## src/rtl/core/ilid_pkg.sv

```systemverilog
package ilid_pkg;

  localparam int CAPACITY = 128;
  localparam int IDX_W    = $clog2(CAPACITY);
  localparam int CNT_W    = $clog2(CAPACITY + 1);
  localparam int POS_W    = 8;
  localparam int CMP_W    = (CNT_W > POS_W) ? CNT_W : POS_W;
  localparam int DATA_W   = 32;

  // two-level read select, both levels at least one bit wide
  localparam int SEL_W = (IDX_W < 2) ? 2 : IDX_W;
  localparam int LO_W  = SEL_W / 2;
  localparam int HI_W  = SEL_W - LO_W;
  localparam int GRP   = 2 ** LO_W;
  localparam int NGRP  = 2 ** HI_W;
  localparam int NPAD  = GRP * NGRP;

  localparam logic signed [DATA_W-1:0] VALUE_NONE = -32'sd1;

  typedef enum logic [2:0] {
    REQ_INSERT_AT    = 3'd0,
    REQ_DELETE_AT    = 3'd1,
    REQ_READ_AT      = 3'd2,
    REQ_APPEND       = 3'd3,
    REQ_PREPEND      = 3'd4,
    REQ_DELETE_LAST  = 3'd5,
    REQ_DELETE_FIRST = 3'd6,
    REQ_READ_LAST    = 3'd7
  } ilid_req_e;

  typedef struct packed {
    logic                     shift_up;
    logic                     shift_down;
    logic [IDX_W-1:0]         pos;
    logic signed [DATA_W-1:0] value;
  } ilid_cell_ctrl_t;

endpackage

```

## src/rtl/core/ilid_rdgrp.sv

```systemverilog
module ilid_rdgrp import ilid_pkg::*; (
  input  logic                     clk_i,
  input  logic                     en_i,
  input  logic signed [DATA_W-1:0] ent_i [GRP],
  input  logic [LO_W-1:0]          sel_i,
  output logic signed [DATA_W-1:0] data_o
);

  logic signed [DATA_W-1:0] data_q;

  always_ff @(posedge clk_i) begin
    if (en_i) begin
      data_q <= ent_i[sel_i];
    end
  end

  assign data_o = data_q;

endmodule

```

## config.mk

```make
export PLATFORM = sky130hd
export DESIGN_NAME = ilid_rdgrp
export DESIGN_NICKNAME = d
export VERILOG_FILES = /design/src/rtl/core/ilid_pkg.sv /design/src/rtl/core/ilid_rdgrp.sv
export SDC_FILE = /design/constraint.sdc
export NUM_CORES = 1
export LEC_CHECK = 0
export ABC_CLOCK_PERIOD_IN_PS = 1700
export BUFFER_PORTS_ARGS = -buffer_cell sky130_fd_sc_hd__buf_4
export CAP_MARGIN = 20
export CORE_AREA = 2 2 115 117
export CTS_CLUSTER_DIAMETER = 200
export DETAILED_ROUTE_END_ITERATION = 8
export DIE_AREA = 0 0 117 119
export PLACE_DENSITY_LB_ADDON = 0.25
export SLEW_MARGIN = 20
export SYNTH_ARGS = -nofsm -noshare
export SYNTH_HDL_FRONTEND = slang
export SYNTH_SLANG_ARGS = --single-unit
```

## constraint.sdc

```tcl
create_clock -name clk_i -period 1.7 [get_ports clk_i]
set_input_delay 0.085 -clock clk_i [delete_from_list [all_inputs] [get_ports clk_i]]
set_output_delay 0.085 -clock clk_i [all_outputs]
set_load 0.1 [all_outputs]
```

==> summary.txt <==
=================================================================================
Initial cell density of the core                                            0.236
Routed wirelength normalized by instance count                            18.7 µm
Portion of total power attributed to the clock network                      0.239
Total clock sinks                                                              32
Remaining design rule violation count                                           0
Highest ir drop seen on vdd                                            0.000288 V
GRT Overall Usage                                                           0.160
Syn nets                                                                      407
EDFF count, synth                                                              32
Total Die Area                                                         13,900 µm²
Hold Path Origin                                                             en_i
Worst path slowest cell                                              sky130_fd_sc_hd__mux4_1
Cell at the root of the clock tree                                   sky130_fd_sc_hd__clkbuf_16
Element type at the critical path start                                 input pin
Power per standard cell area                                           657 nW/µm²
Most common cell in the synthesized netlist                          sky130_fd_sc_hd__mux4_1
Number of buffers between clock root and the deepest sink                       2
Total number of nets in the final design                                      692
Sequential area share after synthesis                                       0.317
Number of warnings issued by yosys                                              0
End point of the most critical hold path                               data_o[21]
Via count of the first global-routing pass                                  3,168
Most frequently used flop master after synthesis                     sky130_fd_sc_hd__edfxtp_1
Area added between synthesis and finish                                     82.6%
Logic gate share of total power                                             0.482
Violation count after the first detailed-route iteration                       97
Buffers and inverters on the worst path                                         2
Combined area of all synthesized cells                                   3030 µm²
RSZ-0062 raised after global routing                                           no
Mean post-synth cell area                                                20.8 µm²
Top fanout value on the critical path                                          33
Largest net degree at the start of global routing                              35
Number of buffers added to fix hold violations after cts                        0
Shortest period the worst path allows                                     1.30 ns
Global-route wire length before repair                                    16.9 mm
Leakage power of the design                                            0.00252 µW
Proportion of total power due to net switching                              0.360
Post-synthesis cell count                                                     146
Fraction of synthesis flops using an asynchronous set or reset pin              0
Maximum cell stage delay along the critical path                          0.59 ns
Max Clock Freq                                                            769 MHz
Share of the clock period used by the worst path after layout               0.765
Outcome                                                              finished clean
Worst hold path class                                                input pin to register
Final WL                                                                  11.4 mm
Filler Cells Inserted                                                       1,217
Core area                                                              12,900 µm²
Clk slew on worst S/H paths                                               0.06 ns
Total of max-cap violations                                                     0
# port buffers                                                                292
Via count of the routed design                                              2,847
Flop pwr share                                                              0.279
Post-synth top area cell                                             sky130_fd_sc_hd__mux4_1
Number of buffers added for setup after CTS                                     0
Crit path required time                                                   1.73 ns
Number of antenna violations at the first check in global routing               0
Count of TritonRoute iterations in the first routing pass                       4
Die Span X                                                                 117 µm
Detail Placement HPWL                                                     9.28 mm
Routability congestion estimate from global placement                       0.778
Total congestion overflow                                                       0
Slack of the critical path                                               0.400 ns
Share of Yosys cell area claimed by the top area cell type                  0.346
Post-CTS Resized                                                                0
Clock tree from TritonCTS                                                    done
Cell internal power dissipation                                           2330 µW
Worst Hold Depth                                                                1
Critical path capture point type                                         register
Placement-stage worst setup slack                                       0.0900 ns
Post-Route Setup TNS                                                         0 ns
Arrival time reported for the critical path endpoint                      1.33 ns
Most area-consuming cells after synthesis                            sky130_fd_sc_hd__mux4_1, sky130_fd_sc_hd__edfxtp_1, sky130_fd_sc_hd__mux4_2
Count of state elements after synthesis                                        32
Vertical die dimension                                                     119 µm
Number of buffers created by CTS                                                5
Number of flip-flops under the largest register name                           32
Most frequent cells after synthesis                                  sky130_fd_sc_hd__mux4_1, sky130_fd_sc_hd__edfxtp_1, sky130_fd_sc_hd__mux2_2
Number of vias per cell                                                      4.68
Cell chain of the critical path                                      buf_4, buf_12, mux4_1, mux2_2
Ratio of cells with drive above 1 in the final layout                       0.826
Critical Setup Path Class                                            input pin to register
Endpoints failing hold                                                          0
Worst slew margin relative to its limit                                     0.664
Setup-violating endpoint count in the final report                              0
CP delay by family, top                                              multiplexers
Count of final max-slew check failures                                          0
Worst slew pin tran                                                      0.503 ns
Sw Pwr                                                                    1310 µW
Number of placement rows                                                       42
H-tree Lvls                                                                     2
Diodes inserted                                                                 0
Top-level port count                                                          293
Distinct cells, synth                                                           8
Antenna Nets Post-Route                                                         0
=================================================================================
## metal layers
layer,global-route usage,wire length (µm),vias to the layer above,share of wire
met3,0.0407,1110,16,0.097
met5,0,0,-,0
met4,0.0500,215,0,0.019
met1,0.176,3900,1370,0.34
li1,-,-,1289,-
met2,0.296,6130,172,0.54
## power by group through the flow
| stage | Clock (µW) | Sequential [µW] | Combinational, µW |
|---|---|---|---|
| floorplan | 0 | 1700 | 424 |
| global placement | 0 | 1030 | 1750 |
| detailed placement | 0 | 1030 | 1770 |
| CTS | 907 | 1020 | 1780 |
| global route | 929 | 1030 | 1840 |
| finish | 870 | 1010 | 1760 |
## cell type report
cell class              count  area (µm²)  area share
clock inverters             1        3.75    0.000677
well taps                 176         220      0.0397
multi-input cells          96        1950       0.352
repair buffers            296        2270       0.410
clock buffers               7         133      0.0239
flip-flops and latches     32         961       0.173
## worst max path at each step
stage	from	endpoint	slack, ns	cells past startpoint
global placement	sel_i[0]	data_o[16]	0.13	4
CTS	sel_i[0]	data_o[21]	0.39	4
detailed placement	sel_i[0]	data_o[16]	0.09	4
global route	sel_i[0]	data_o[18]	0.35	4
floorplan	sel_i[0]	data_o[11]	0.27	4
finish	sel_i[0]	data_o[16]	0.40	4
## cell families (layout without fill, tap and decap cells)
| family | Yosys count | count (layout) | share of synthesized area |
|---|---|---|---|
| buffers and inverters | 18 | 304 | 0.0400 |
| muxes | 96 | 96 | 0.643 |
| DFF | 32 | 32 | 0.317 |
## cells in the final DEF (no fill, tap or decap)
cell                        Yosys  final
sky130_fd_sc_hd__clkbuf_1       2      2
sky130_fd_sc_hd__buf_4          0    292
sky130_fd_sc_hd__clkinv_1       0      1
sky130_fd_sc_hd__edfxtp_1      32     32
sky130_fd_sc_hd__buf_12         0      4
sky130_fd_sc_hd__mux4_2        24     24
sky130_fd_sc_hd__mux4_1        40     40
sky130_fd_sc_hd__clkbuf_16      0      5
sky130_fd_sc_hd__mux2_2        32     32
## metrics by stage
step / total power [µW] / util / hold WS [ns] / area [µm²] / std cells
after detailed placement: 2810 / 0.420 / 0.595 / 5410 / 600
after floorplan: 2120 / - / 0.197 / 3030 / 146
after CTS: 3700 / 0.430 / 0.304 / 5540 / 608
final: 3640 / 0.430 / 0.300 / 5540 / 608
after global routing: 3800 / 0.430 / 0.315 / 5540 / 608
after global placement: 2780 / 0.420 / 0.584 / 5410 / 600
(Power assumes the default switching activity.)
