`config.mk`:
```
export PLATFORM = sky130hd
export DESIGN_NAME = ilid_cell
export DESIGN_NICKNAME = d
export VERILOG_FILES = /design/src/rtl/core/ilid_pkg.sv /design/src/rtl/core/ilid_cell.sv
export SDC_FILE = /design/constraint.sdc
export NUM_CORES = 1
export LEC_CHECK = 0
export BUFFER_PORTS_ARGS = -buffer_cell sky130_fd_sc_hd__buf_2
export CAP_MARGIN = 10
export CORE_AREA = 2 2 75 77
export CTS_CLUSTER_SIZE = 28
export DETAILED_ROUTE_END_ITERATION = 7
export DIE_AREA = 0 0 77 79
export PLACE_DENSITY = 0.82
export RECOVER_POWER = 25
export SLEW_MARGIN = 10
export SYNTH_ARGS = -nofsm -noshare
export SYNTH_HDL_FRONTEND = slang
export SYNTH_SLANG_ARGS = --single-unit
```
`constraint.sdc`:
```
create_clock -name clk_i -period 2.5 [get_ports clk_i]
set_clock_uncertainty 0.15 [all_clocks]
set_input_delay 0.25 -clock clk_i [delete_from_list [all_inputs] [get_ports clk_i]]
set_output_delay 0.25 -clock clk_i [all_outputs]
set_load 0.02 [all_outputs]
```
`src/rtl/core/ilid_pkg.sv`:
```
package ilid_pkg;

  localparam int CAPACITY = 128;
  localparam int IDX_W    = $clog2(CAPACITY);
  localparam int CNT_W    = $clog2(CAPACITY + 1);
  localparam int POS_W    = 8;
  localparam int CMP_W    = (CNT_W > POS_W) ? CNT_W : POS_W;
  localparam int DATA_W   = 32;

  // two-level read select, both levels at least one bit wide
  localparam int SEL_W = (IDX_W < 2) ? 2 : IDX_W;
  localparam int LO_W  = SEL_W / 2;
  localparam int HI_W  = SEL_W - LO_W;
  localparam int GRP   = 2 ** LO_W;
  localparam int NGRP  = 2 ** HI_W;
  localparam int NPAD  = GRP * NGRP;

  localparam logic signed [DATA_W-1:0] VALUE_NONE = -32'sd1;

  typedef enum logic [2:0] {
    REQ_INSERT_AT    = 3'd0,
    REQ_DELETE_AT    = 3'd1,
    REQ_READ_AT      = 3'd2,
    REQ_APPEND       = 3'd3,
    REQ_PREPEND      = 3'd4,
    REQ_DELETE_LAST  = 3'd5,
    REQ_DELETE_FIRST = 3'd6,
    REQ_READ_LAST    = 3'd7
  } ilid_req_e;

  typedef struct packed {
    logic                     shift_up;
    logic                     shift_down;
    logic [IDX_W-1:0]         pos;
    logic signed [DATA_W-1:0] value;
  } ilid_cell_ctrl_t;

endpackage

```
`src/rtl/core/ilid_cell.sv`:
```
module ilid_cell import ilid_pkg::*; (
  input  logic                     clk_i,
  input  logic [IDX_W-1:0]         idx_i,
  input  ilid_cell_ctrl_t          ctrl_i,
  input  logic signed [DATA_W-1:0] prev_i,
  input  logic signed [DATA_W-1:0] next_i,
  output logic signed [DATA_W-1:0] value_o
);

  logic signed [DATA_W-1:0] val_q, val_d;

  always_comb begin
    val_d = val_q;
    if (ctrl_i.shift_up) begin
      if (idx_i == ctrl_i.pos) begin
        val_d = ctrl_i.value;
      end else if (idx_i > ctrl_i.pos) begin
        val_d = prev_i;
      end
    end else if (ctrl_i.shift_down && (idx_i >= ctrl_i.pos)) begin
      val_d = next_i;
    end
  end

  always_ff @(posedge clk_i) begin
    val_q <= val_d;
  end

  assign value_o = val_q;

endmodule

```
==> results.toml, run 1 <==
[run_status]
run_status = "finished clean"

[sta]
period_minus_slack_ns = 1.768
fmaxAchievable_ghz = 0.5657
tightestPinTransition_ns = 0.4069
rsz0062_at_grt = "false"
slew_violations = 0
setup-violations-final = 0
tns_ns = 0
slew_headroom_pct = 72.87
hold_violations = 0
finalCritPeriodShare_pct = 70.71

[logic_synthesis]
yosysSeqAreaShare_pct = 53.86
synth.yosys.warnings = 0
syn_nets = 319
syn_avg_cell_area_um2 = 8.966
synth_top_cell_by_area = "edfxtp_1"
synth.distinct_cells = 18
syn_inst = 199
synth_top_area_share_pct = 53.86
synthTopCellsByArea = "edfxtp_1 (54%), nand2_1 (14%), a31oi_1 (11%)"
syn_area_um2 = 1784
ys_seq_elements = 32

[pwr]
p_sw_w = 0.0004175
pwr-share-comb_pct = 26.1
powerDensity_nw_per_um2 = 549.9
p_clk_share_pct = 25.1
swShare_pct = 28.99
p_leak_nw = 1.230
p_int_w = 0.001023
vdd_drop_max_mv = 0.2681
p_seq_share_pct = 48.9

[grt]
grt_max_degree = 45
antenna_found_initial = 0
overflow = 0
grt_usage_pct = 15.93
grt_first_pass_wirelength_um = 7776
grt_pass1_vias = 1826

[cts]
cts_root_buffer = "clkbuf_8"
cts_tree = "done"
clock_path_buffers = 2
cts_made_buffers = 5
ctsHoldBuffers = 0
cts.sink_count = 32
cts_setup_buffers = 0
clkSlewWorstSetupHoldPaths_ns = 0.06
ctsResizeCount = 0
h-tree-depth = 2

[setup_path]
crit_type = "in2reg"
crit_arrival_ns = 1.73
critPathLaunch = "ctrl_i[38]"
worst_setup_path_end_kind = "flip-flop"
crit_required_ns = 2.46
start_kind = "primary input"
path_max_fanout = 32
crit_path_end = "value_o[6]$_DFFE_PP_"

[floorplanning]
core_area_um2 = 5338
start_util_pct = 33.43
pin_count = 145
dieWidth_um = 77
rows = 27
die-area_um2 = 6083
die_h_um = 79

[finish]
n_fill_cell = 535
syn_to_final_growth_pct = 46.77
nNetsFinal = 461
final_util_pct = 49.06
drive_gt1_share_pct = 38.01
diodes = 0
largest_reg_flops = 32

[routing]
antenna_left = 0
drt_wl_total_um = 4928
drt_iter0_markers = 55
vias = 1942
vias_per_cell = 4.691
remaining_drc_errors = 0
drt-wirelength-per-cell_um = 11.90
dr.pass1.iters = 4

[job]
maxCapViolCount = 0

[placement]
gp_congestion = 0.6840
place_hpwl_um = 3752
port_buffers = 144

[worst_hold_path]
min_path_type = "in2reg"
==> metrics by stage <==
step                setup WS (ns)  cells   power, W  area [µm²]  hold slack [ns]
floorplan                  0.1564    199  0.0009202        1784           0.3493
global placement           0.5175    406   0.001101        2569           0.4418
detailed placement         0.4257    406   0.001109        2569           0.4459
CTS                        0.7078    414   0.001473        2649           0.1566
global route               0.6390    414   0.001519        2619           0.1566
finish                     0.7322    414   0.001440        2619           0.1673
==> power groups by stage <==
stage                     combinational, W  sequential, W  clock [W]
after global routing              0.000411       0.000711   0.000397
after CTS                         0.000396       0.000703   0.000375
final                             0.000375       0.000704   0.000361
after global placement            0.000388       0.000713          0
after detailed placement          0.000395       0.000714          0
after floorplan                  0.0000985       0.000822          0
==> cell families after synthesis <==
kind of cell               Yosys count  synth area share, %
DFF                                 32                53.86
AOI/OAI and AO/OA                   38                13.39
adders and majority gates            7                4.909
and+or+nand+nor                    101                22.09
buffers and inverters               21                5.750
==> layout make-up <==
cell class | count | area, µm² | area share (%)
flip-flops and latches | 32 | 960.9 | 36.69
inverters | 7 | 26.28 | 1.003
multi-input cells | 146 | 720.7 | 27.52
repair buffers | 149 | 740.7 | 28.28
clock inverters | 1 | 3.754 | 0.1433
well taps | 72 | 90.09 | 3.440
clock buffers | 7 | 76.32 | 2.914
==> worst min path at each step <==
| stage | from | end | slack [ns] | cells past startpoint |
|---|---|---|---|---|
| 2_1_floorplan | next_i[10] | value_o[10]$_DFFE_PP_ | 0.35 | 2 |
| 3_3_place_gp | next_i[21] | value_o[21]$_DFFE_PP_ | 0.44 | 3 |
| 3_5_place_dp | next_i[15] | value_o[15]$_DFFE_PP_ | 0.45 | 3 |
| 4_1_cts | next_i[15] | value_o[15]$_DFFE_PP_ | 0.16 | 3 |
| 5_1_grt | next_i[19] | value_o[19]$_DFFE_PP_ | 0.16 | 3 |
| 6_report | next_i[15] | value_o[15]$_DFFE_PP_ | 0.17 | 3 |
==> cells in the mapped netlist <==
master    count
buf_6         3
inv_1         7
a31oi_1      32
buf_1         1
a21oi_1       2
o21ai_0       1
edfxtp_1     32
and4_1        2
a211oi_1      1
nand2_1      65
nand2b_1      1
ha_1          7
o21a_1        1
buf_2         1
clkbuf_1      9
o221ai_1      1
nand4_1       1
nor2_1       32
==> worst max-delay path, cell delays in order <==
cell and delay, ns:
buf_2 0.08, inv_1 0.03, ha_1 0.30, and4_1 0.23, and4_1 0.20, buf_4 0.32
nand2_1 0.10, a31oi_1 0.20
==> layer usage <==
| layer | GRT usage [%] | part of all wire (%) | up-vias |
|---|---|---|---|
| met2 | 29.21 | 49 | 95 |
| met1 | 17.65 | 41 | 863 |
| li1 | - | - | 980 |
| met3 | 4.545 | 8.6 | 4 |
| met4 | 5.714 | 1.0 | 0 |
| met5 | 0 | 0 | - |
==> cells in the final DEF (no fill, tap or decap) <==
| master | count |
|---|---|
| buf_2 | 120 |
| nand2_1 | 65 |
| nor2_1 | 32 |
| a31oi_1 | 32 |
| edfxtp_1 | 32 |
| clkbuf_1 | 26 |
| inv_1 | 7 |
| ha_1 | 7 |
| clkbuf_8 | 5 |
| buf_4 | 4 |
| and4_1 | 2 |
| a21oi_1 | 2 |
| nand4_1 | 1 |
| nand2b_1 | 1 |
| a211oi_1 | 1 |
| o21ai_0 | 1 |
| o221ai_1 | 1 |
| o21a_1 | 1 |
| clkinv_1 | 1 |
| buf_12 | 1 |
Power figures use the tool's default switching activity.
==> run 2, diff against run 1 <==
==> constraint.sdc (replaced) <==
create_clock -name clk_i -period 1.7 [get_ports clk_i]
set_clock_uncertainty 0.15 [all_clocks]
set_input_delay 0.17 -clock clk_i [delete_from_list [all_inputs] [get_ports clk_i]]
set_output_delay 0.17 -clock clk_i [all_outputs]
set_load 0.02 [all_outputs]
==> results.toml, run 2 (synthesized netlist as in run 1, its figures left out) <==
[sta]
rsz0062_at_grt = "false"
slew_headroom_pct = 78.97
slew_violations = 0
finalCritPeriodShare_pct = 95.94
period_minus_slack_ns = 1.631
setup-violations-final = 0
fmaxAchievable_ghz = 0.6131
hold_violations = 0
tightestPinTransition_ns = 0.3155

[finish]
design_area_um2 = 2759
n_fill_cell = 513
drive_gt1_share_pct = 43.64
syn_to_final_growth_pct = 54.63
final_util_pct = 51.69
diodes = 0
nNetsFinal = 466
final_common_cell = "buf_2"
final_cell_mix = "buf_2 (125), nand2_1 (65), nor2_1 (32), a31oi_1 (32), edfxtp_1 (32)"
largest_reg_flops = 32

[floorplanning]
die-area_um2 = 6083
dieWidth_um = 77
die_h_um = 79
core_area_um2 = 5338
start_util_pct = 33.43
pin_count = 145
rows = 27

[grt]
overflow = 0
grt_pass1_vias = 1852
grt_max_degree = 35
grt_usage_pct = 16.36
antenna_found_initial = 0
grt_first_pass_wirelength_um = 7935

[cts]
ctsHoldBuffers = 0
cts_setup_buffers = 0
cts_made_buffers = 5
clkSlewWorstSetupHoldPaths_ns = 0.06
cts_tree = "done"
cts_root_buffer = "clkbuf_8"
clock_path_buffers = 2
h-tree-depth = 2
cts.sink_count = 32

[placement]
gp_congestion = 0.6957
post_dp_cell_area_um2 = 2699
place_hpwl_um = 4050
port_buffers = 144

[setup_path]
start_kind = "primary input"
path_max_fanout = 21
worst_setup_path_end_kind = "flip-flop"
crit_arrival_ns = 1.46
crit_required_ns = 1.53
critPathLaunch = "ctrl_i[37]"
crit_type = "in2reg"

[routing]
drt_wl_total_um = 5025
remaining_drc_errors = 0
dr.pass1.iters = 6
antenna_left = 0
vias_per_cell = 4.660
drt-wirelength-per-cell_um = 12.02
drt_iter0_markers = 47
vias = 1948

[pwr]
powerDensity_nw_per_um2 = 783.1
p_leak_nw = 1.276
vdd_drop_max_mv = 0.2871

[worst_hold_path]
hold_depth = 3
min_path_type = "in2reg"
worstHoldStart = "next_i[18]"
holdPathEnd = "value_o[18]$_DFFE_PP_"

[job]
maxCapViolCount = 0

[run_status]
run_status = "finished clean"
==> run 2: metal layers <==
layer | vias to the layer above | part of all wire, % | track usage [%]
met3 | 10 | 6.7 | 4.091
met4 | 0 | 1.7 | 6.607
met5 | - | 0 | 0
met2 | 98 | 53 | 30.00
met1 | 852 | 39 | 18.20
li1 | 988 | - | -
==> run 2: layout make-up <==
cell class / count / area, µm² / area share (%)
sequential: 32 / 960.9 / 34.83
timing repair buffer: 154 / 797.0 / 28.89
multi-input combinational: 146 / 784.5 / 28.44
tap: 72 / 90.09 / 3.265
clock buffer: 6 / 72.57 / 2.630
inverter: 7 / 48.80 / 1.769
clock inverter: 1 / 5.005 / 0.1814
==> run 2: power breakdown <==
group          leakage, nW  switching (W)  internal (W)  total (W)
clock network       0.0410       0.000242      0.000277   0.000519
registers            0.308      0.0000292       0.00101    0.00104
logic                0.927       0.000358      0.000244   0.000603
total                 1.28       0.000630       0.00153    0.00216
==> run 2: stage by stage <==
| stage | cells | hold slack, ns | TNS, ns | total power (W) | worst slack (ns) |
|---|---|---|---|---|---|
| floorplan | 199 | 0.2693 | -1.081 | 0.001366 | -0.03377 |
| global placement | 411 | 0.3666 | -10.16 | 0.001659 | -0.2177 |
| detailed placement | 411 | 0.3642 | -13.13 | 0.001675 | -0.2865 |
| CTS | 418 | 0.07641 | 0 | 0.002199 | 0.01887 |
| global route | 418 | 0.09573 | 0 | 0.002286 | 0.005289 |
| finish | 418 | 0.08541 | 0 | 0.002160 | 0.06896 |
==> run 2: worst max path at each step <==
stage,end
3_5_place_dp,value_o[10]$_DFFE_PP_
5_1_grt,value_o[26]$_DFFE_PP_
4_1_cts,value_o[10]$_DFFE_PP_
3_3_place_gp,value_o[10]$_DFFE_PP_
2_1_floorplan,value_o[0]$_DFFE_PP_
6_report,value_o[5]$_DFFE_PP_
==> run 2: repair_timing <==
| action | in CTS | in global routing |
|---|---|---|
| endpoints found under the hold margin | 0 | 0 |
| pin swaps | 1 | 0 |
| gates resized for setup | 0 | 1 |
| setup endpoints to repair | 9 | 28 |
==> run 2: worst max-delay path: stages <==
cell	delay, ns
buf_2	0.16
inv_12	0.03
ha_4	0.25
and4_1	0.23
o21ai_1	0.09
o221ai_2	0.16
o21a_4	0.19
buf_12	0.16
